**src/hdl/fxmd_pkg.sv**
```systemverilog
`timescale 1ns / 1ps
`default_nettype none
// ----------------------------------------------------------------------------
// fxmd_pkg
// Shared types and constants for the signed 16.16 multiply/divide unit.
// ----------------------------------------------------------------------------
package fxmd_pkg;

    // Data width of operands and result
    localparam int DATA_W = 32;

    // Default number of fraction bits
    localparam int FRAC_BITS_DEF = 16;

    // Operation codes carried on tuser
    localparam logic OP_MUL = 1'b0;
    localparam logic OP_DIV = 1'b1;

    // Saturation values
    localparam logic [DATA_W-1:0] RES_MAX = 32'h7FFF_FFFF;
    localparam logic [DATA_W-1:0] RES_MIN = 32'h8000_0000;

    // Control and product carried alongside the divider chain
    typedef struct packed {
        logic              valid;
        logic              is_div;
        logic              neg;
        logic              sat;
        logic [DATA_W-1:0] prod;
    } fxmd_tag_t;

endpackage : fxmd_pkg
`default_nettype wire

```
**src/hdl/fxmd_entry.sv**
```systemverilog
`timescale 1ns / 1ps
`default_nettype none
// ----------------------------------------------------------------------------
// fxmd_entry
// Front stage: forms operand magnitudes, the overflow guard, the initial
// partial remainder and the shifted product, and registers them.
// ----------------------------------------------------------------------------
module fxmd_entry #(
    parameter int FRAC_BITS = 16,
    parameter int QB        = 2 * FRAC_BITS - 2
) (
    input  wire logic                  aclk,
    input  wire logic                  aresetn,
    input  wire logic                  en,
    input  wire logic                  in_valid,
    input  wire logic                  req_type,
    input  wire logic [31:0]           operand_a,
    input  wire logic [31:0]           operand_b,
    output fxmd_pkg::fxmd_tag_t        tag_reg,
    output logic [31:0]                rem_reg,
    output logic [QB-1:0]              qd_reg,
    output logic [31:0]                mb_reg
);
    import fxmd_pkg::*;

    logic [DATA_W-1:0]           ma;
    logic [DATA_W-1:0]           mb;
    logic [DATA_W+FRAC_BITS-1:0] dvd;
    logic [DATA_W-1:0]           rem_next;
    logic signed [2*DATA_W-1:0]  prod_full;
    fxmd_tag_t                   tag_next;

    // Take magnitudes as unsigned values
    always_comb begin
        ma  = operand_a[DATA_W-1] ? (32'd0 - operand_a) : operand_a;
        mb  = operand_b[DATA_W-1] ? (32'd0 - operand_b) : operand_b;
        dvd = {ma, {FRAC_BITS{1'b0}}};
        // High part of the dividend seeds the remainder
        rem_next = DATA_W'(ma >> (FRAC_BITS - 2));
    end

    // Full signed product
    assign prod_full = $signed(operand_a) * $signed(operand_b);

    // Build the tag
    always_comb begin
        tag_next.valid  = in_valid;
        tag_next.is_div = (req_type == OP_DIV);
        tag_next.neg    = operand_a[DATA_W-1] ^ operand_b[DATA_W-1];
        tag_next.sat    = (rem_next >= mb);
        tag_next.prod   = prod_full[FRAC_BITS+DATA_W-1:FRAC_BITS];
    end

    // Stage register; clear valid on reset
    always_ff @(posedge aclk) begin
        if (!aresetn) begin
            tag_reg.valid <= 1'b0;
        end else if (en) begin
            tag_reg <= tag_next;
            rem_reg <= rem_next;
            qd_reg  <= dvd[QB-1:0];
            mb_reg  <= mb;
        end
    end

endmodule : fxmd_entry
`default_nettype wire

```
**config.mk**
```make
export PLATFORM = sky130hd
export DESIGN_NAME = fxmd_entry
export DESIGN_NICKNAME = d
export VERILOG_FILES = /design/src/hdl/fxmd_pkg.sv /design/src/hdl/fxmd_entry.sv
export SDC_FILE = /design/constraint.sdc
export NUM_CORES = 2
export LEC_CHECK = 0
export BUFFER_PORTS_ARGS = -buffer_cell sky130_fd_sc_hd__clkbuf_2
export CORE_ASPECT_RATIO = 2
export CORE_MARGIN = 5
export CORE_UTILIZATION = 45
export DETAILED_ROUTE_END_ITERATION = 16
export PLACE_DENSITY = 0.62
export SLEW_MARGIN = 20
export SYNTH_ARGS = -nofsm -noshare
export SYNTH_HDL_FRONTEND = slang
export SYNTH_SLANG_ARGS = --single-unit
```
**constraint.sdc**
```tcl
create_clock -name aclk -period 9.5 [get_ports aclk]
set_clock_uncertainty 0.05 [all_clocks]
set_input_delay 0.95 -clock aclk [delete_from_list [all_inputs] [get_ports aclk]]
set_output_delay 0.95 -clock aclk [all_outputs]
set_load 0.02 [all_outputs]
```
Word level (Yosys, flattened, before mapping)

Cells that the tools add are included.

Bits in registers: 100
Bits of input ports: 69
Output and inout port bits: 130
Logic and storage cells: 16

Add/subtract/negate cells: 2
Bitwise gates (word level): 1
Muxes and demuxes: 2
Multipliers: 1
Reduce and logical (&&, ||, !) cells: 1
Order comparisons: 1

Operators with widths:

| cell                                               | number |
|---|---|
| two-way mux 32 bit                                 | 2 |
| subtractor 1 x 32 -> 32 bit (first input constant) | 2 |
| multiplier 32 x 32 -> 48 bit                       | 1 |
| greater-or-equal comparator 18 x 32 -> 1 bit       | 1 |
| AND reduction 2 bit                                | 1 |
| bitwise XOR 1 bit                                  | 1 |

Longest topological paths before layout

Depth in word-level cells: 3
Gate-level depth with buffers: 28
Depth with buffers taken out: 26

Worst setup path before layout

No wires, ideal clock.

Kind: input to register
Start point: input operand_b[8]
End point: register tag_reg[31] (netlist bit) (data pin)
Stages on the path: 27
Slack: 1467 ps
Required time: 9185 ps
Arrival time: 7718 ps
Cell sequence: clkbuf_1 clkbuf_1 nand2_1 fa_1 inv_1 fa_1 fa_1 inv_1 fa_1 inv_1 fa_1 inv_1 fa_1 inv_1 fa_1 inv_1 fa_1 inv_1 ha_1 nand2_1 nor2_1 nand3_1 o211ai_1 o21ai_1 a211oi_1 a221oi_1 xnor2_1

Cells in the longest elaborated chain, start to end: 1

Ends and longest elaborated chain:

| item                         | line             | RTL |
|---|---|---|
| from (decl)                  | fxmd_entry.sv:18 | `input wire logic [31:0] operand_b,` |
| multiplier 32 x 32 -> 48 bit | fxmd_entry.sv:43 | `assign prod_full = $signed(operand_a) * $signed(operand_b);` |
| via prod_full[47]            | fxmd_entry.sv:30 | `logic signed [2*DATA_W-1:0] prod_full;` |
| to (signal assigned)         | fxmd_entry.sv:59 | `tag_reg <= tag_next;` |
| to (decl)                    | fxmd_entry.sv:19 | `output fxmd_pkg::fxmd_tag_t tag_reg,` |

The timed path passes the listed nets, and every way through them passes these cells.
A chain may end at the register's enable or synchronous reset.

Final worst setup path

Start point: input operand_b[1]
End point: register tag_reg[31] (netlist bit) (data pin)

Same word-level chain as after synthesis.

==> flow_metrics.env <==
export IMPL_status="complete, no violations"
export IMPL_finalNetCount=4669
export IMPL_clk_path_buf_depth=2
export IMPL_relSlewSlack_pct=33.65
export IMPL_syn_to_final_growth_pct=5.857
export IMPL_syn_area_per_cell_um2=9.532
export IMPL_layoutNonFillerInstCount=4530
export IMPL_grt_use_total_pct=27.58
export IMPL_yosys_warnings=0
export IMPL_worstSetupPathType="input pin to register"
export IMPL_wirelength_um=108400
export IMPL_whs_path_depth=2
export IMPL_ios=199
export IMPL_place_congestion=0.9622
export IMPL_timing_fmax_mhz=111.0
export IMPL_ctsHoldBuffers=0
export IMPL_antenna_found_initial=11
export IMPL_cpMostUsedCell="fa_1"
export IMPL_slowest_delay_ps=940
export IMPL_fillers=7255
export IMPL_ant_nets=0
export IMPL_crit_path_start_kind="input pin"
export IMPL_post_dp_hpwl_um=91340
export IMPL_largest_register_ffs=36
export IMPL_synth_main_ff_cell="edfxtp_1"
export IMPL_grt_max_degree=67
export IMPL_hp_class="register to register"
export IMPL_syn_area_um2=33730
export IMPL_cts_tree="yes"
export IMPL_postCtsSetupBuffers=0
export IMPL_ys_seq_elements=100
export IMPL_final_layout_size_suffix_gt1_share_pct=7.980
export IMPL_via_per_inst=5.445
export IMPL_drt_iter0_drc=1437
export IMPL_grt_setup_unrepaired="false"
export IMPL_insertion_delay_ps=410
export IMPL_cp_arrival_ps=9140
export IMPL_crit_buf_inv=5
export IMPL_drt_pass1_iter_count=6
export IMPL_synth_edf_count=99
export IMPL_initial_utilization_pct=45.20
export IMPL_tightest_slew_ps=995.2
export IMPL_fin_hold_ws_ps=473.2
export IMPL_synthTopCellsByArea="fa_1 (50%), inv_1 (9.2%), edfxtp_1 (8.8%), and2_1 (7.7%), ha_1 (6.8%)"
export IMPL_hold_viol_final=0
export IMPL_drv_cap=0
export IMPL_path_cells="clkbuf_2, inv_1, nor2_1, ha_1, fa_1, fa_1, inv_1, fa_1, inv_1, fa_1, fa_1, fa_1, fa_1, ha_1, a21o_1, a21oi_1, nand2_1, a31oi_1, a21o_1, a211oi_1, buf_4, a221oi_1, xnor2_1"
export IMPL_vias=24670
export IMPL_die_x_um=203.6
export IMPL_slew_violations=0
export IMPL_synth_distinct_cells=65
export IMPL_path_max_fanout=19
export IMPL_coreArea_um2=74620
export IMPL_ys_top_cells_by_count="fa_1 (838), inv_1 (824), nand2_1 (510)"
export IMPL_synth_top_cell_by_area="fa_1"
export IMPL_path_clk_slew_ps=100
export IMPL_post_route_period_util_pct=94.87
export IMPL_async_flop_share_pct=0
export IMPL_reg2reg_depth=2
export IMPL_numCtsBuffers=9
export IMPL_ctsResizeCount=0
export IMPL_fp_row_count=142
export IMPL_htreeDepth=3
export IMPL_final_setup_tns_ps=0
export IMPL_worst_path_stages=23
export IMPL_setup_viol=0
export IMPL_cp_required_ps=9620
export IMPL_grt_first_pass_wirelength_um=163400
export IMPL_io_buffers=168
export IMPL_dpl_cell_count=4504
export IMPL_synthCells=3539
export IMPL_dieArea_um2=80870
export IMPL_crit_path_end_kind="register"
export IMPL_yosys_area_top_type_share_pct=49.73
export IMPL_drc=0
export IMPL_root_buffer="clkbuf_16"
export IMPL_cp_slowest_cell="fa_1"
export IMPL_overflow=0
export IMPL_yosysMostFrequentCell="fa_1"
export IMPL_crit_family="adder cells"
export IMPL_wl_per_cell_um=23.92
export IMPL_die_height_um=397.2
export IMPL_grt_pass1_vias=28140
export IMPL_cts_num_sinks=100
export IMPL_period_minus_slack_ps=9013
export IMPL_yosysSeqAreaShare_pct=8.872
## layout make-up
type                       instances  area, µm²  area share (%)
antenna                           10      25.02         0.07008
tap                              936       1171           3.280
timing repair buffer             249       1449           4.058
inverter                         824       3093           8.662
sequential                       100       2993           8.382
clock inverter                     7      68.82          0.1927
clock buffer                       9      225.2          0.6307
multi-input combinational       2395      26680           74.73
## layout by cell type, fill, tap and decap left out, types with 11 or more instances in the layout
cell type  instances
nand2_1          510
edfxtp_1          99
nand2b_1          14
and2_1           415
xnor2_1          101
buf_4             81
xor2_1            28
nor2_1            39
or3_1             11
a21oi_1           43
a21o_1            21
ha_1             183
inv_1            824
fa_1             838
o31ai_1           13
clkbuf_2         168
o21ai_0           32
conb_1            30
## cell families after synthesis
| kind of cell | after synthesis | synth area share (%) |
|---|---|---|
| fa+ha+maj | 1021 | 56.52 |
| compound gates | 160 | 3.168 |
| mux | 3 | 0.09273 |
| other cells | 1 | 0.01112 |
| buf+inv | 1073 | 12.36 |
| simple gates | 1052 | 15.63 |
| flops | 100 | 8.872 |
| xor+xnor | 129 | 3.349 |
## stage by stage
step / setup WS (ps) / cell area, µm² / util [%]
detailed placement: 120.8 / 35390 / 47.42
global placement: 60.81 / 35390 / 47.42
global route: 332.7 / 35710 / 47.85
floorplan: 1467 / 33840 / -
finish: 487.0 / 35710 / 47.85
CTS: 569.6 / 35680 / 47.82
## layer usage
layer	GRT usage (%)	up-vias	share of wire, %
li1	-	10250	-
met5	0	-	0.013
met3	3.466	487	4.6
met2	51.61	979	55
met1	24.66	12950	28
met4	26.69	2	13
## path summary, 6_finish.rpt
path	start	to	slack (ps)
worst min-delay path	tag_reg[35]	tag_reg[35]	470
worst min register to register	tag_reg[35]	tag_reg[35]	470
worst max-delay path	operand_b[1]	tag_reg[31]	490
worst max register to register	tag_reg[35]	tag_reg[35]	8870
## worst reg2reg max path, cell delays in order (launching register included)
cell and delay (ps):
dfxtp_1 310, mux2i_1 120, nor2b_1 60
Power is not shown: default switching activity piles up to over one toggle a cycle in this logic, so the estimate is an artifact.
