==> src/hdl/fxmd_pkg.sv <==
`timescale 1ns / 1ps
`default_nettype none
// ----------------------------------------------------------------------------
// fxmd_pkg
// Shared types and constants for the signed 16.16 multiply/divide unit.
// ----------------------------------------------------------------------------
package fxmd_pkg;

    // Data width of operands and result
    localparam int DATA_W = 32;

    // Default number of fraction bits
    localparam int FRAC_BITS_DEF = 16;

    // Operation codes carried on tuser
    localparam logic OP_MUL = 1'b0;
    localparam logic OP_DIV = 1'b1;

    // Saturation values
    localparam logic [DATA_W-1:0] RES_MAX = 32'h7FFF_FFFF;
    localparam logic [DATA_W-1:0] RES_MIN = 32'h8000_0000;

    // Control and product carried alongside the divider chain
    typedef struct packed {
        logic              valid;
        logic              is_div;
        logic              neg;
        logic              sat;
        logic [DATA_W-1:0] prod;
    } fxmd_tag_t;

endpackage : fxmd_pkg
`default_nettype wire

==> src/hdl/fxmd_exit.sv <==
`timescale 1ns / 1ps
`default_nettype none
// ----------------------------------------------------------------------------
// fxmd_exit
// Output stage: applies sign and saturation to the quotient, selects the
// product for multiplies and holds the result for the master side.
// ----------------------------------------------------------------------------
module fxmd_exit #(
    parameter int QB = 30
) (
    input  wire logic                  aclk,
    input  wire logic                  aresetn,
    input  wire logic                  en,
    input  wire fxmd_pkg::fxmd_tag_t   tag_in,
    input  wire logic [QB-1:0]         qd_in,
    output logic                       m_tvalid,
    output logic [31:0]                m_tdata
);
    import fxmd_pkg::*;

    logic [2*DATA_W-1:0] q_ext;
    logic [2*DATA_W-1:0] q_sgn;
    logic [DATA_W-1:0]   res_next;

    // Sign, saturate, select
    always_comb begin
        q_ext = (2*DATA_W)'(qd_in);
        q_sgn = tag_in.neg ? ((2*DATA_W)'(0) - q_ext) : q_ext;
        if (!tag_in.is_div) begin
            res_next = tag_in.prod;
        end else if (tag_in.sat) begin
            res_next = tag_in.neg ? RES_MIN : RES_MAX;
        end else begin
            res_next = q_sgn[DATA_W-1:0];
        end
    end

    // Output valid
    always_ff @(posedge aclk) begin
        if (!aresetn) begin
            m_tvalid <= 1'b0;
        end else if (en) begin
            m_tvalid <= tag_in.valid;
        end
    end

    // Output data
    always_ff @(posedge aclk) begin
        if (en) begin
            m_tdata <= res_next;
        end
    end

    a_sat_value: assert property (@(posedge aclk) disable iff (!aresetn)
        (en && tag_in.valid && tag_in.is_div && tag_in.sat)
        |=> (m_tdata == RES_MAX || m_tdata == RES_MIN))
        else $error("fxmd_exit: saturated divide gave a non-limit value");

    a_valid_follows: assert property (@(posedge aclk) disable iff (!aresetn)
        en |=> (m_tvalid == $past(tag_in.valid)))
        else $error("fxmd_exit: output valid does not follow the chain");

    a_reset_clear: assert property (@(posedge aclk)
        !aresetn |=> !m_tvalid)
        else $error("fxmd_exit: output valid set after reset");

endmodule : fxmd_exit
`default_nettype wire

==> config.mk <==
export PLATFORM = sky130hd
export DESIGN_NAME = fxmd_exit
export DESIGN_NICKNAME = d
export VERILOG_FILES = /design/src/hdl/fxmd_pkg.sv /design/src/hdl/fxmd_exit.sv
export SDC_FILE = /design/constraint.sdc
export NUM_CORES = 1
export LEC_CHECK = 0
export BUFFER_PORTS_ARGS = -buffer_cell sky130_fd_sc_hd__buf_2
export CELL_PAD_IN_SITES_DETAIL_PLACEMENT = 0
export CELL_PAD_IN_SITES_GLOBAL_PLACEMENT = 1
export CORE_ASPECT_RATIO = 0.5
export CORE_MARGIN = 1.5
export CORE_UTILIZATION = 31
export CTS_BUF_LIST = sky130_fd_sc_hd__clkbuf_16
export CTS_CLUSTER_DIAMETER = 60
export DETAILED_ROUTE_END_ITERATION = 10
export GPL_TIMING_DRIVEN = 0
export PLACE_DENSITY_LB_ADDON = 0.1
export RECOVER_POWER = 100
export SYNTH_ARGS = -nofsm -noshare
export SYNTH_HDL_FRONTEND = slang
export SYNTH_SLANG_ARGS = --single-unit
==> constraint.sdc <==
create_clock -name aclk -period 2.28 [get_ports aclk]
set_clock_uncertainty 0.15 [all_clocks]
set_input_delay 0.114 -clock aclk [delete_from_list [all_inputs] [get_ports aclk]]
set_output_delay 0.114 -clock aclk [all_outputs]
set_load 0.01 [all_outputs]
* Word level (Yosys, flattened, before mapping) *
Cells that the tools add are included.

word-level totals
  output and inout bits = 33
  register bits = 33
  bits of input ports = 69
  logic and storage cells = 7

operators by class
  add/sub/neg operators = 1
  muxes and demuxes = 4

operators with widths
  cell                                                                  number
  32-bit 2-to-1 mux                                                     4
  1-bit by 30-bit subtractor with 31-bit output (first input constant)  1

* Longest topological paths before layout *
  word-level depth = 4
  depth in mapped cells = 8
  depth with buffers taken out = 7

* Worst setup path after synthesis *
No wires, ideal clock.

  path type = input-to-reg
  start point = in qd_in[24]
  end point = reg m_tdata[27] (data pin)
  slack = 0.135 ns
  stages = 5
  buffers on the path = 0
  arrival = 1.722 ns
  data required time = 1.857 ns
  library setup time = 0.273 ns
  cells stage by stage = or4_1 > or3_1 > or4_4 > mux2i_1 > o221ai_1

on the way
  cells in the longest elaborated chain, start to end = 4

ends and longest elaborated chain
  element                                        RTL line         RTL
  start: declaration                             fxmd_exit.sv:15  input wire logic [QB-1:0] qd_in,
  1-bit by 30-bit subtractor with 31-bit output  fxmd_exit.sv:28  q_sgn = tag_in.neg ? ((2*DATA_W)'(0) - q_ext) : q_ext;
  32-bit 2-to-1 mux                              fxmd_exit.sv:28
  32-bit 2-to-1 mux                              fxmd_exit.sv:31  end else if (tag_in.sat) begin
  32-bit 2-to-1 mux                              fxmd_exit.sv:29  if (!tag_in.is_div) begin
  named net res_next[27]                         fxmd_exit.sv:23  logic [DATA_W-1:0] res_next;
  end signal: assignment                         fxmd_exit.sv:50  m_tdata <= res_next;
  end: declaration                               fxmd_exit.sv:17  output logic [31:0] m_tdata

The timed path passes the listed nets, and every way through them passes these cells.
A chain may end at the register's enable or synchronous reset.

* Worst setup path after layout *
  start point = in qd_in[7]
  end point = reg m_tdata[26] (data pin)

The elaborated chain is that of the path after synthesis.

==> results by group <==
Status
  – Failing checks: hold timing
  – Run status: finished, violations left

Critical path
  – Reg2Reg Depth: 3
  – Most used cell, CP: buf_2
  – Critical path's top delay family: simple AND/OR/NAND/NOR gates
  – Kind of end point of the critical path: register
  – Crit path buffers/inverters: 2
  – Crit path launch: qd_in[7]
  – Last element of the critical path: m_tdata[26]
  – WP data arrival: 1990 ps
  – RR Startpoint: m_tvalid
  – Kind of critical path: primary input to register
  – FF-to-FF setup slack: 960 ps
  – CP Launch Type: primary input
  – Critical path's largest stage delay: 600 ps
  – Crit-path max FO: 10
  – Critical Path RT: roughly 2100 ps
  – Slowest cell on crit path: or4_4
  – Worst R2R End: m_tvalid
  – Critical path, cell by cell: buf_2, nor4_2, buf_2, nand3_2, or4_4, mux2i_1, o21ai_0
  – Crit path depth: 7

Synthesis
  – Most instantiated cells after synthesis: nor2_1, edfxtp_1, o21ai_0, a21oi_1, inv_1
  – Ys Warns: 0
  – Seq/Total Area, Yosys: 40.16%
  – EDFF count, synth: 32
  – Post-synth top area cell: edfxtp_1
  – Post-Syn Area: 2442 um^2
  – Post-Synth Adder-Cell Area: less than 1%
  – Post-synth ARST share: 0%
  – Main combinational cell family by area after synthesis: compound AO/OA/AOI/OAI gates
  – Syn_nets: 349
  – XOR/XNOR Fraction of Synth Area: between 1 and 1.5%
  – Synth top area share: around 39%
  – Mux share of post-synthesis cell area: 7.070%
  – Mean Syn Cell Area: around 8.8 um^2
  – Synth Flop Type: edfxtp_1
  – Top-count cell post-synth: nor2_1
  – Yosys cell types: 49
  – Dominant cells by area after synthesis: edfxtp_1, mux2i_1, nor2_1, o21ai_0, o221ai_1
  – Cells after Synth: 279
  – Compound-cell area share of the yosys netlist: 22.69%
  – Simple-gate share of the synthesized area: 22.08%
  – FF+latch count, synth: 33

Power
  – Total power: 1.816 mW
  – Pleak: 1.258 nW
  – PwrDens: 550.4 nW/um^2
  – Peak supply drop: between 0.0002 and 0.0003 V

Timing
  – Fin. Hold Viols: 1
  – Final Slew Violations: 0
  – Worst slew pin tran: 924.8 ps
  – RSZ-0062 raised after global routing: false
  – Final setup vio count: 0
  – Final worst-path cycle share: 93.28%
  – TNS Setup: 0 ps
  – Min cycle time layout: 2127 ps
  – Relative slew slack: a little under two fifths
  – Worst hold margin: -2.817 ps
  – PnR worst setup slack: 153.3 ps
  – Maximum clock frequency: 470.2 MHz

Clock tree
  – Total clock buffers created by CTS: 5
  – Clk slew on worst S/H paths: roughly 60 ps
  – CTS tree: done
  – Root Driver: clkbuf_16
  – Clk Latency, worst-skew pair: 280 ps
  – Clock sinks: 33
  – H-tree depth: 2
  – Worst-case clock buffer depth: 2

Placement
  – DPL Wire Length: 6164 um
  – DP Worst Slack: -339.1 ps
  – Placement Cell Area: around 3100 um^2
  – Cells after DPL: 486
  – Routability congestion estimate: 0.8534
  – Port Buf Inserts: a little under 100

GRT
  – Gr usage total: 20.45%
  – First-pass GRT wire length: 12940 um
  – Largest net degree at the start of global routing: 34
  – Initial antenna violation count: 0
  – Met3 GRT Util: 4.967%
  – Top Usage Layer GRT: met2
  – M2 GR Usage: 32.19%
  – Vias in the first global route: 2583
  – GRT overflow: 0
  – Grt met1 use: 28.10%

Finish
  – Fill count: roughly 840
  – N_diodes: 0
  – Fin util: 44.07%
  – Final cell count without fillers: between 500 and 600
  – Nets: 466
  – Layout cells sized above 1: a little under a quarter
  – Final instance area: 3299 um^2
  – Layout Area Growth over Synthesis: 35.09%

Detailed routing
  – Via Count: 2682
  – DRT Pass-1 Iters: 4
  – Drt drc: 0
  – Avg Vias per Cell: around 5.3
  – DRT antenna net count: 0
  – Routed wire per std cell: 16.70 um
  – Drt total wl: 8436 um
  – DR iter-0 viols: 224

Floorplanning
  – CORE AREA: 7487 um^2
  – I/O pin total: 102
  – Initial core utilization: 32.62%
  – Rows: 22
  – Die ar.: 8452 um^2
  – Die X: 128.5 um
  – Die height: about 66 um

Job
  – Maxcap violations: 0

Hold path
  – Worst hold path type: primary input to register
==> worst min-delay path by stage <==
stage | from | to | depth (start not counted)
after CTS | tag_in[22] | m_tdata[22] | 3
after detailed placement | aresetn | m_tvalid | 2
final | tag_in[22] | m_tdata[22] | 3
after global placement | aresetn | m_tvalid | 2
after global routing | tag_in[22] | m_tdata[22] | 3
after floorplan | en | m_tdata[0] | 0
==> cells by family (layout without fill, tap and decap cells) <==
| kind of cell | count (synthesis) | in the layout |
|---|---|---|
| simple gates | 98 | 98 |
| compound gates | 87 | 87 |
| flops | 33 | 33 |
| xor+xnor | 4 | 4 |
| mux | 17 | 17 |
| buf+inv | 39 | 157 |
| fa+ha+maj | 1 | 1 |
==> layout make-up <==
class	instances	area, um^2	share of cell area, %
Sequential cell	33	980.9	29.73
Buffer	18	68.82	2.086
Clock buffer	5	125.1	3.792
Timing Repair Buffer	111	570.5	17.29
Multi-Input combinational cell	207	1331	40.35
Tap cell	108	135.1	4.096
Clock inverter	3	12.51	0.3792
Inverter	20	75.07	2.275
==> worst min-delay path, stage by stage <==
cell     delay, ps
buf_2           80
a21oi_1         50
o21ai_0         70
==> repair_timing <==
action | 4_1_cts | 5_1_grt
hold buffers | 11 | 0
endpoints found under the setup margin | 3 | 5
gates resized for setup | 1 | 2
hold endpoints to repair | 10 | 0
setup buffers | 0 | 1
==> flip-flops by register name (all words and copies together) (netlist names) <==
name,flops
m_tdata,32
m_tvalid,1
==> layer usage <==
metal / up-vias / part of all wire, % / wire, um
met2: 106 / 44 / 3718
met3: 7 / 7.6 / 645
met4: 0 / 0.78 / 66
met1: 1274 / 47 / 4005
met5: - / 0 / 0
li1: 1295 / - / -
==> power breakdown <==
part	switching [mW]	total [mW]	leakage, nW	internal [mW]
clock	0.266	0.661	0.0687	0.395
sequential	0.0148	0.752	0.321	0.738
combinational	0.245	0.402	0.868	0.157
total	0.526	1.82	1.26	1.29
==> placed cells by master, fill, tap and decap left out, drive strengths merged, types with 2 or more instances in the layout <==
cell type / n
nor2: 37
a21oi: 22
nor2b: 2
o21ai: 28
o221ai: 13
o21a: 3
or4: 5
inv: 19
a31oi: 3
edfxtp: 32
nor4: 4
mux2: 2
o211ai: 2
clkbuf: 57
mux2i: 15
or2: 2
and3: 2
xnor2: 2
buf: 66
a41oi: 5
xor2: 2
or3: 5
nand2b: 4
nand2: 9
o22ai: 3
clkinv: 4
nand4: 2
dlygate4sd3: 11
nor3: 15
nand3: 8
Note: power is estimated with default switching activity, not from simulation.
