## src/hdl/fxmd_pkg.sv

```systemverilog
`timescale 1ns / 1ps
`default_nettype none
// ----------------------------------------------------------------------------
// fxmd_pkg
// Shared types and constants for the signed 16.16 multiply/divide unit.
// ----------------------------------------------------------------------------
package fxmd_pkg;

    // Data width of operands and result
    localparam int DATA_W = 32;

    // Default number of fraction bits
    localparam int FRAC_BITS_DEF = 16;

    // Operation codes carried on tuser
    localparam logic OP_MUL = 1'b0;
    localparam logic OP_DIV = 1'b1;

    // Saturation values
    localparam logic [DATA_W-1:0] RES_MAX = 32'h7FFF_FFFF;
    localparam logic [DATA_W-1:0] RES_MIN = 32'h8000_0000;

    // Control and product carried alongside the divider chain
    typedef struct packed {
        logic              valid;
        logic              is_div;
        logic              neg;
        logic              sat;
        logic [DATA_W-1:0] prod;
    } fxmd_tag_t;

endpackage : fxmd_pkg
`default_nettype wire

```

## src/hdl/fxmd_div_cell.sv

```systemverilog
`timescale 1ns / 1ps
`default_nettype none
// ----------------------------------------------------------------------------
// fxmd_div_cell
// One restoring-division cell: shifts in one dividend bit, compares against
// the divisor, subtracts on success and shifts the quotient bit in.
// ----------------------------------------------------------------------------
module fxmd_div_cell #(
    parameter int QB = 30
) (
    input  wire logic                  aclk,
    input  wire logic                  aresetn,
    input  wire logic                  en,
    input  wire fxmd_pkg::fxmd_tag_t   tag_in,
    input  wire logic [31:0]           rem_in,
    input  wire logic [QB-1:0]         qd_in,
    input  wire logic [31:0]           mb_in,
    output fxmd_pkg::fxmd_tag_t        tag_reg,
    output logic [31:0]                rem_reg,
    output logic [QB-1:0]              qd_reg,
    output logic [31:0]                mb_reg
);
    import fxmd_pkg::*;

    logic [DATA_W:0]   rem_sh;
    logic [DATA_W+1:0] diff;
    logic              ge;
    logic [DATA_W-1:0] rem_next;
    logic [QB-1:0]     qd_next;

    // Trial subtract
    always_comb begin
        rem_sh   = {rem_in, qd_in[QB-1]};
        diff     = {1'b0, rem_sh} - {2'b00, mb_in};
        ge       = ~diff[DATA_W+1];
        rem_next = ge ? diff[DATA_W-1:0] : rem_sh[DATA_W-1:0];
        qd_next  = {qd_in[QB-2:0], ge};
    end

    // Advance the cell; clear valid on reset
    always_ff @(posedge aclk) begin
        if (!aresetn) begin
            tag_reg.valid <= 1'b0;
        end else if (en) begin
            tag_reg <= tag_in;
            rem_reg <= rem_next;
            qd_reg  <= qd_next;
            mb_reg  <= mb_in;
        end
    end

    // Partial remainder stays below the divisor for a live divide
    a_rem_below_div: assert property (@(posedge aclk) disable iff (!aresetn)
        (tag_reg.valid && tag_reg.is_div && !tag_reg.sat) |-> (rem_reg < mb_reg))
        else $error("fxmd_div_cell: remainder not below divisor");

endmodule : fxmd_div_cell
`default_nettype wire

```

## config.mk

```make
export PLATFORM = sky130hd
export DESIGN_NAME = fxmd_div_cell
export DESIGN_NICKNAME = d
export VERILOG_FILES = /design/src/hdl/fxmd_pkg.sv /design/src/hdl/fxmd_div_cell.sv
export SDC_FILE = /design/constraint.sdc
export NUM_CORES = 1
export LEC_CHECK = 0
export BUFFER_PORTS_ARGS = -buffer_cell sky130_fd_sc_hd__buf_2
export CAP_MARGIN = 20
export CORE_ASPECT_RATIO = 1.5
export CORE_UTILIZATION = 25
export DETAILED_ROUTE_END_ITERATION = 8
export GPL_TIMING_DRIVEN = 0
export PLACE_DENSITY = 0.49
export SLEW_MARGIN = 20
export SYNTH_ARGS = -nofsm -noshare
export SYNTH_HDL_FRONTEND = slang
export SYNTH_SLANG_ARGS = --single-unit
```

## constraint.sdc

```tcl
create_clock -name aclk -period 12.5 [get_ports aclk]
set_input_delay 1.875 -clock aclk [delete_from_list [all_inputs] [get_ports aclk]]
set_output_delay 1.875 -clock aclk [all_outputs]
set_load 0.05 [all_outputs]
```

# Word-level counts from Yosys, hierarchy flattened
# Index checks and enable logic that the tools add are counted.
# Widths: inputs -> output; s select.
# word_totals
wordCells	12
regBits	130
out_inout_bits	130
# op_classes
add_sub_neg	1
n_reduce_logical	1
n_mux	1
bitwise	1
# op_table
operator	n
$sub 33x32->34	1
$mux 32	1
$reduce_and 2->1	1
$not 1->1	1

# Longest topological paths before layout
# Gate-level depths: netlist of the first run.
# logic_depth
word_depth	2
mapped_depth	12
ltp_nobuf	12

# Least setup slack after synthesis of the first run
# No wires, ideal clock.
# synth_timing
kind	input to register
from	in en
to	reg mb_reg[0] (enable)
slack_ns	7.167
required_ns	11.997
arrival_ns	4.830
n_path_buf	0
cell_stages	1
path_cell_list	and2_1
# synth_via
elab_chain_len	1
# synth_rtl
item	line_no	rtl
start, declared	fxmd_div_cell.sv:13	input wire logic en,
$reduce_and 2->1 (no line)	n/a	
end signal, assigned	fxmd_div_cell.sv:48	mb_reg <= mb_in;
end, declared	fxmd_div_cell.sv:21	output logic [31:0] mb_reg
# No other way between the ends.
# A chain may end at the register's enable or synchronous reset.

# Worst setup path in the final report of the first run
# layout_timing
from	in qd_in[29]
to	reg rem_reg[28], data pin
# layout_via
elab_chain_len	2
# layout_rtl
item	line_no	rtl
start, declared	fxmd_div_cell.sv:16	input wire logic [QB-1:0] qd_in,
$sub 33x32->34	fxmd_div_cell.sv:34	diff = {1'b0, rem_sh} - {2'b00, mb_in};
$mux 32	fxmd_div_cell.sv:36	rem_next = ge ? diff[DATA_W-1:0] : rem_sh[DATA_W-1:0];
named net rem_next[28]	fxmd_div_cell.sv:28	logic [DATA_W-1:0] rem_next;
end signal, assigned	fxmd_div_cell.sv:46	rem_reg <= rem_next;
end, declared	fxmd_div_cell.sv:19	output logic [31:0] rem_reg,
# The timed path passes the listed nets, and every way through them passes these cells.

==> impl_results.md, run 1 <==
- Worst R2R Path Depth: 2
- DR WL/cell: 16.19 um
- Slowest cell delay on critical path: 540 ps
- WHS Path Cells: 2
- Post-synth EDFFs: 129
- Endpoints failing setup: 0
- Die Height: 199.1 um
- Setup CP Type: primary input to register
- CTS Sinks: 130
- Relative slew slack: 0.5433
- Final nets: 900
- Floorplan core area: 25230 um2
- Syn nets: 617
- Fin util: 0.3499
- Worst Clk Skew: 0 ps
- RSZ-0062 raised after global routing: false
- Clk buf depth: 2
- Synthesized instance count: 451
- Crit path launch type: primary input
- Netlist cell types: 61
- CTS tree: yes
- Antenna viol nets, final: 0
- Max reg flops: 36
- Post-synth top area cell: edfxtp_1
- Final hold violations: 0
- H-tree depth: 4
- Leak pwr: 0.003870 uW
- Crit path time final: 4960 ps
- Cell chain of the critical path: buf_2, inv_1, ha_1, inv_1, fa_1, a211oi_1, o211a_1, o31ai_1, o41a_2, a41oi_1, o21ai_0, a21boi_0, mux2_4
- Vias/cell: 4.359
- CP Launch Point: qd_in[29]
- Layout area overhead: 36.37%
- Top-area cell type share of the netlist area: 0.5984
- Worst vdd ir: 0.00009515 V
- DR vias: 4686
- Hold crit path type: register to register
- Die area: 26560 um2
- # diodes: 0
- First-pass GRT wire length: 25850 um
- I/O Pins: 263
- Num rows: 71
- Async SR Flop Fraction: 0
- Synth top area cells: edfxtp_1 60%, mux2_4 6.3%, ha_1 6.2%
- Final instance count without filler cells: 1075
- Mapped cell area: 6474 um2
- Largest net degree at the start of global routing: 53
- DR DRC count: 0
- Max Fclk: 201.6 MHz
- Ys flop type: edfxtp_1
- Clock-pin slew on the worst setup and hold paths: 60 ps
- Fin Setup TNS: 0 ps
- Warnings, synthesis: 0
- DR iter-0 viols: 169
- Average cell area after synthesis: 14.35 um2
- Initial antenna violation count: 0
- CP Data Arrival Time: 5140 ps
- Total wire length: 17410 um
- Max cap viols: 0
- DP HPWL: 13900 um
- CTS Hold Bufs: 0
- Root buffer cell: clkbuf_16
- Total Power: 1374 uW
- Drt pass-1 iters: 4
- CP endpoint kind: register
- Vias in the first global route: 4783
- Layout cells sized above 1: 0.4712
- Pins Over Slew Limit: 0
- Yosys reg bits: 130
- Die Wd: 133.4 um
- Final period util: 0.3968
- Worst slew pin tran: 677.8 ps
- Tot GR Track Use: 0.1324
- Hold Path Origin: tag_reg[35]
- Initial Util: 0.2566
- Pwr Density: 155.7 nW/um2
- Clk Latency, worst-skew pair: 430 ps
- Status: complete, no violations
- Crit path required time: 12680 ps
- Grt ovf: 0
- # fillers: 2549
- Post-CTS Setup Inserts: 0
- Dpl cells: 1043
- Reg2Reg Launch Point: tag_reg[35]
- Worst path slowest cell: a41oi_1
- Post-CTS resize count: 0
- Count of buffers from port buffering: 262
- CP Max Fanout: 4
- CTS buffer count: 17
- Most used cell, CP: inv_1
- Gpl congestion: 0.7850
- Sequential area share after synthesis: 0.6015
==> layout by cell type, fill, tap and decap left out, types with 3 or more instances in the layout <==
cell type,count
nand2_1,26
and3_2,3
buf_12,5
a21boi_0,3
mux2i_1,4
clkinvlp_4,4
inv_1,37
o21bai_1,4
o211ai_1,4
buf_2,262
and3_1,5
nor2b_1,5
o21ai_0,13
and2_1,3
a211oi_1,5
clkbuf_16,17
nor3_1,4
a21o_1,8
a31oi_1,3
edfxtp_1,129
xnor2_1,15
xor2_1,9
nand4_1,4
nor2_1,15
o21a_1,6
ha_1,32
mux2_4,27
inv_6,4
a21oi_1,27
nand3_1,5
o31ai_1,4
==> critical path: cells and delay by family <==
| family | cells | cell delay, ps |
|---|---|---|
| muxes | 1 | 260 |
| adders and majority gates | 2 | 630 |
| buffers and inverters | 3 | 220 |
| AOI/OAI and AO/OA | 7 | 2150 |
==> layer usage <==
layer / vias up / track usage / share of wire
li1: 2276 / - / -
met1: 2223 / 0.1371 / 0.38
met2: 167 / 0.2440 / 0.54
met3: 20 / 0.03526 / 0.053
met4: 0 / 0.06650 / 0.026
met5: - / 0 / 0
==> cell usage after synthesis, drive strengths merged (2+ instances only) <==
cell type  instances
o211ai             4
nor3               4
a21o               9
nor3b              2
a21boi             3
and3               8
o31ai              4
nor4               2
a211oi             5
or2                2
inv               37
mux2              29
mux2i              4
and2               4
ha                32
a21oi             29
a41oi              2
nand4              4
bufbuf             2
a221o              2
nand2b             2
a2111oi            3
xnor2             15
o21ai             14
o21a               6
edfxtp           129
a31oi              4
xor2               9
or3                2
and4               2
o21bai             5
nor2              15
buf                7
nand3              6
nor2b              5
nand2             26
==> cell type report <==
type	count	area (um2)	area share
multi-input combinational	274	2255	0.2554
sequential	130	3894	0.4410
tap	328	410.4	0.04649
inverter	37	138.9	0.01573
timing repair buffer	264	1359	0.1539
buffer	10	188.9	0.02140
clock inverter	13	150.1	0.01701
clock buffer	19	432.9	0.04904
==> logic make-up after synthesis <==
group           share of synthesized area
buf+inv                           0.05064
simple gates                      0.06938
flops                              0.6015
compound gates                     0.1088
mux                               0.07228
fa+ha+maj                         0.06494
xor+xnor                          0.03247
==> path summary, 6_finish.rpt <==
check,endpoint,slack [ps]
worst max-delay path,rem_reg[28],7540
worst min-delay path,tag_reg[35],530
worst max register to register,tag_reg[35],11910
worst min register to register,tag_reg[35],530
==> report_power, final <==
group	leakage (uW)	total [uW]	switching [uW]	internal, uW
logic	0.00238	345	222	122
clock network	0.000273	500	203	297
registers	0.00122	529	7.33	522
==> per-stage QoR <==
step / instance area, um2 / setup slack, ps / hold WS (ps)
finish: 8828 / 7540 / 527.5
floorplan: 6474 / 7167 / 742.9
detailed placement: 8245 / 7094 / 507.0
global placement: 8195 / 5678 / 500.9
global route: 8828 / 7363 / 589.6
CTS: 8828 / 7561 / 525.9
Note: power is estimated with default switching activity, not from simulation.
==> run 2, diff against run 1 <==
--- a/config.mk
+++ b/config.mk
@@ -11,7 +11,7 @@
 export CORE_UTILIZATION = 25
 export DETAILED_ROUTE_END_ITERATION = 8
 export GPL_TIMING_DRIVEN = 0
-export PLACE_DENSITY = 0.49
+export PLACE_DENSITY = 0.51
 export SLEW_MARGIN = 20
 export SYNTH_ARGS = -nofsm -noshare
 export SYNTH_HDL_FRONTEND = slang
==> constraint.sdc (replaced) <==
create_clock -name aclk -period 4.1 [get_ports aclk]
set_input_delay 0.615 -clock aclk [delete_from_list [all_inputs] [get_ports aclk]]
set_output_delay 0.615 -clock aclk [all_outputs]
set_load 0.05 [all_outputs]
==> run 2 against run 1 <==
Against the previous run: register-to-register slack worse by 8400 ps; via count shrank 0.34%; utilization about the same; critical path depth is the same; count of clock-buffer cells in the layout is 1 lower; worst setup slack worse by 7200 ps; clock skew unchanged; clock power rose to 2.9 times the previous value; sequential power grew to 3.0 times the previous value; wire length down 1.3%; critical endpoint unchanged; highest routed layer unchanged.
==> impl_results.md, run 2 (same netlist as run 1, synthesis figures left out) <==
- Vias/cell: 4.340
- Max Fclk: 265.8 MHz
- Layout cells sized above 1: 0.4726
- CP Data Arrival Time: 3950 ps
- Layout area overhead: 36.18%
- Max cap viols: 0
- Post-CTS resize count: 0
- CP Max Fanout: 4
- Clk buf depth: 2
- Count of buffers from port buffering: 262
- I/O Pins: 263
- Final instance count without filler cells: 1076
- DR vias: 4670
- CTS buffer count: 17
- Relative slew slack: 0.5518
- Vias in the first global route: 4619
- Largest net degree at the start of global routing: 52
- H-tree depth: 4
- Status: complete, no violations
- Initial Util: 0.2566
- Pins Over Slew Limit: 0
- Antenna viol nets, final: 0
- Final period util: 0.9176
- CP endpoint kind: register
- Die Wd: 133.4 um
- Hold crit path type: primary input to register
- Reg2Reg Launch Point: tag_reg[35]
- Total wire length: 17180 um
- Final hold violations: 0
- Floorplan core area: 25230 um2
- CTS tree: yes
- Setup CP Type: primary input to register
- Pwr Density: 468.2 nW/um2
- Met3 routed WL: 1089 um
- Most frequent cells in the layout: 262 x buf_2, 129 x edfxtp_1, 37 x inv_1, 32 x ha_1
- Final nets: 900
- CP Launch Point: qd_in[29]
- CTS Sinks: 130
- DR WL/cell: 15.97 um
- Capturing point of the worst reg2reg path: tag_reg[35]
- Endpoints failing setup: 0
- Leak pwr: 0.003870 uW
- Clock share of power: 0.355
- CTS Hold Bufs: 0
- First-pass GRT wire length: 25100 um
- Crit path required time: 4280 ps
- Post-CTS Setup Inserts: 0
- Clock-pin slew on the worst setup and hold paths: 60 ps
- Worst R2R Path Depth: 2
- Met1 WL: 6277 um
- Sw Share: 0.3196
- Clk Latency, worst-skew pair: 430 ps
- Hold_ws: 354.0 ps
- Most common cell after layout, fill and taps aside: buf_2
- Grt ovf: 0
- Worst setup endpoint: rem_reg[28]
- P_sw: 1319 uW
- Num rows: 71
- Worst vdd ir: 0.0002857 V
- Top Layer Used: met4
- Worst Clk Skew: 0 ps
- Crit path launch type: primary input
- Area of the multi-input gates: 2255 um2
- Comb pwr share: 0.254
- Max reg flops: 36
- Sequential Power Share: 0.391
- R2R Setup Slk: 3510 ps
- RSZ-0062 raised after global routing: false
- Pint: 2808 uW
- DP HPWL: 13570 um
- Routed length on met2: 9390 um
- Gpl congestion: 0.8140
- Root buffer cell: clkbuf_16
- # fillers: 2550
- Die area: 26560 um2
- Dpl cells: 1043
- DR DRC count: 0
- Initial antenna violation count: 1
- Crit path time final: 3762 ps
- DR iter-0 viols: 171
- Worst slew pin tran: 665.3 ps
- Reg area: 3894 um2
- Die Height: 199.1 um
- Drt pass-1 iters: 4
- Fin util: 0.3494
- Tot GR Track Use: 0.1290
run 2: final cells by class:
| type | count | share of cell area |
|---|---|---|
| Clock buffer | 18 | 0.04868 |
| Tap cell | 328 | 0.04655 |
| Antenna cell | 1 | 0.0002838 |
| Buffer | 10 | 0.02143 |
| Multi-Input combinational cell | 274 | 0.2557 |
| Timing Repair Buffer | 264 | 0.1550 |
| Clock inverter | 14 | 0.01490 |
| Sequential cell | 130 | 0.4417 |
| Inverter | 37 | 0.01575 |
run 2: stage by stage:
stage | setup TNS [ps] | worst slack [ps] | total power, uW | area [um2]
6_report | 0 | 337.8 | 4127 | 8816
5_1_grt | 0 | 328.5 | 4306 | 8813
4_1_cts | 0 | 427.5 | 4200 | 8813
3_5_place_dp | -51.47 | -51.47 | 2701 | 8253
3_3_place_gp | -191980 | -1507 | 2697 | 8195
2_1_floorplan | 0 | 26.97 | 2436 | 6474
run 2: power by group through the flow:
stage	combinational [uW]	clock (uW)	sequential [uW]
4_1_cts	1060	1520	1610
5_1_grt	1120	1570	1620
2_1_floorplan	426	0	2010
6_report	1050	1470	1610
3_3_place_gp	1050	0	1650
3_5_place_dp	1060	0	1640
run 2: metal layers:
metal,vias up,track usage
met5,-,0
met1,2186,0.1260
met2,170,0.2425
li1,2287,-
met3,27,0.04236
met4,0,0.06103
run 2: worst max-delay path, stage by stage:
cell,delay (ps)
buf_2,100
inv_1,60
ha_1,210
inv_1,70
fa_1,430
a211oi_1,400
o211a_1,280
o31ai_1,160
o41a_2,520
a41oi_1,540
o21ai_0,130
a21boi_0,150
mux2_4,270
run 2: worst min-delay path by stage:
stage,from,end,slack (ps),cells after the start
6_report,qd_in[14],qd_reg[15],350,1
3_3_place_gp,tag_reg[35],tag_reg[35],510,2
4_1_cts,qd_in[12],qd_reg[13],320,1
2_1_floorplan,mb_in[0],mb_reg[0],710,0
5_1_grt,qd_in[26],qd_reg[27],330,1
3_5_place_dp,tag_reg[35],tag_reg[35],520,2
==> run 3, diff against run 2 <==
--- a/config.mk
+++ b/config.mk
@@ -6,8 +6,8 @@
 export NUM_CORES = 1
 export LEC_CHECK = 0
 export BUFFER_PORTS_ARGS = -buffer_cell sky130_fd_sc_hd__buf_2
-export CAP_MARGIN = 20
 export CORE_ASPECT_RATIO = 1.5
+export CORE_MARGIN = 4
 export CORE_UTILIZATION = 25
 export DETAILED_ROUTE_END_ITERATION = 8
 export GPL_TIMING_DRIVEN = 0
==> run 3 against run 2 <==
Against the previous run: count of clock-buffer cells in the layout decreased by 1; utilization about the same; clock power grew 5%; maximum frequency is 3.7% higher; global-route usage down 0.65 points; sequential power hardly changed; flip-flop and latch count unchanged; hold slack improved by 13 ps; via count fell by 0.26%; critical path type unchanged; highest routed layer unchanged.
==> impl_results.md, run 3 (same netlist as run 1, synthesis figures left out) <==
- Gpl congestion: 0.8289
- Vias/cell: 4.329
- Crit path required time: 4270 ps
- CP Data Arrival Time: 3800 ps
- Endpoints failing setup: 0
- DR iter-0 viols: 159
- CP Max Fanout: 4
- Total wire length: 17880 um
- Initial antenna violation count: 1
- I/O Pins: 263
- Tot GR Track Use: 0.1224
- CTS buffer count: 17
- Num rows: 71
- Root buffer cell: clkbuf_16
- Largest net degree at the start of global routing: 56
- # fillers: 2530
- Vias in the first global route: 4958
- CTS Sinks: 130
- Most frequent cells in the layout: 262 x buf_2, 129 x edfxtp_1, 37 x inv_1, 32 x ha_1
- Sw Share: 0.3166
- Pint: 2880 uW
- Final instance count without filler cells: 1076
- DR WL/cell: 16.62 um
- Clk buf depth: 2
- Total Power: 4215 uW
- Antenna viol nets, final: 0
- Drt pass-1 iters: 4
- Crit path time final: 3628 ps
- Max Fclk: 275.6 MHz
- Hold_ws: 367.2 ps
- Comb pwr share: 0.249
- Floorplan core area: 25320 um2
- CTS Hold Bufs: 0
- Post-CTS resize count: 0
- P_sw: 1335 uW
- Max reg flops: 36
- Layout cells sized above 1: 0.4739
- Max cap viols: 0
- Final period util: 0.8850
- Leak pwr: 0.003894 uW
- Most common cell after layout, fill and taps aside: buf_2
- CTS tree: yes
- Final hold violations: 0
- RSZ-0062 raised after global routing: false
- Crit path launch type: primary input
- Worst slew pin tran: 707.2 ps
- Status: complete, no violations
- Sequential Power Share: 0.383
- Worst vdd ir: 0.0002658 V
- Setup CP Type: primary input to register
- Final nets: 900
- Layout area overhead: 36.82%
- Grt ovf: 0
- Count of buffers from port buffering: 262
- First-pass GRT wire length: 26720 um
- Clock-pin slew on the worst setup and hold paths: 60 ps
- Pins Over Slew Limit: 0
- Die area: 28590 um2
- Relative slew slack: 0.5236
- H-tree depth: 4
- Pwr Density: 475.9 nW/um2
- Clk Latency, worst-skew pair: 420 ps
- DR vias: 4658
- Hold crit path type: primary input to register
- DP HPWL: 14260 um
- Initial Util: 0.2557
- Post-CTS Setup Inserts: 0
- Clock share of power: 0.368
- Dpl cells: 1043
- Die Height: 205.1 um
- Worst Clk Skew: 0 ps
- Die Wd: 139.4 um
- DR DRC count: 0
- CP endpoint kind: register
-- run 3: cell count changes in the layout (fill, tap and decap cells not counted), sizes merged --
cell      delta
clkinv       +3
clkbuf       -1
clkinvlp     -2
inv          -1
bufinv       +1
-- run 3: worst max-delay path, cell delays in order --
cell and delay, ps:
buf_2 90, inv_1 60, ha_1 200, inv_1 70, fa_1 430, a211oi_1 350
o211a_1 250, o31ai_1 150, o41a_2 520, a41oi_1 510, o21ai_0 130, a21boi_0 150
mux2_4 260
-- run 3: metal layers --
| metal | up-vias | routed length [um] | track usage |
|---|---|---|---|
| met3 | 14 | 1089 | 0.03573 |
| met1 | 2198 | 6615 | 0.1287 |
| met5 | - | 0 | 0 |
| li1 | 2285 | - | - |
| met2 | 161 | 9870 | 0.2287 |
| met4 | 0 | 303 | 0.04685 |
-- run 3: worst paths after layout --
| kind | startpoint | to | slack (ps) | cells after the start |
|---|---|---|---|---|
| setup / recovery | qd_in[29] | rem_reg[28] | 470 | 13 |
| hold / removal | tag_in[9] | tag_reg[9] | 370 | 1 |
| setup reg to reg | tag_reg[35] | tag_reg[35] | 3510 | 2 |
| hold reg to reg | tag_reg[35] | tag_reg[35] | 530 | 2 |
-- run 3: per-stage QoR --
step             util  worst slack [ps]  instance area [um2]  setup TNS (ps)
5_1_grt        0.3497             280.6                 8855               0
3_5_place_dp   0.3260            -36.92                 8253          -36.92
4_1_cts        0.3497             420.5                 8855               0
6_report       0.3498             471.6                 8857               0
3_3_place_gp   0.3237             -1542                 8195         -197140
2_1_floorplan       -             26.97                 6474               0
-- run 3: power groups by stage --
stage	sequential (uW)	combinational, uW	clock, uW
global route	1620	1120	1670
finish	1610	1050	1550
global placement	1650	1050	0
CTS	1610	1070	1610
floorplan	2010	426	0
detailed placement	1640	1060	0
-- run 3: area by class of cell --
type	instances	area, um2	share of cell area
inverters	37	138.9	0.01568
flip-flops and latches	130	3894	0.4396
plain buffers	10	188.9	0.02133
multi-input cells	274	2255	0.2546
repair buffers	264	1366	0.1543
clock inverters	15	176.4	0.01992
diodes	1	2.502	0.0002825
clock buffers	17	425.4	0.04803
well taps	328	410.4	0.04633
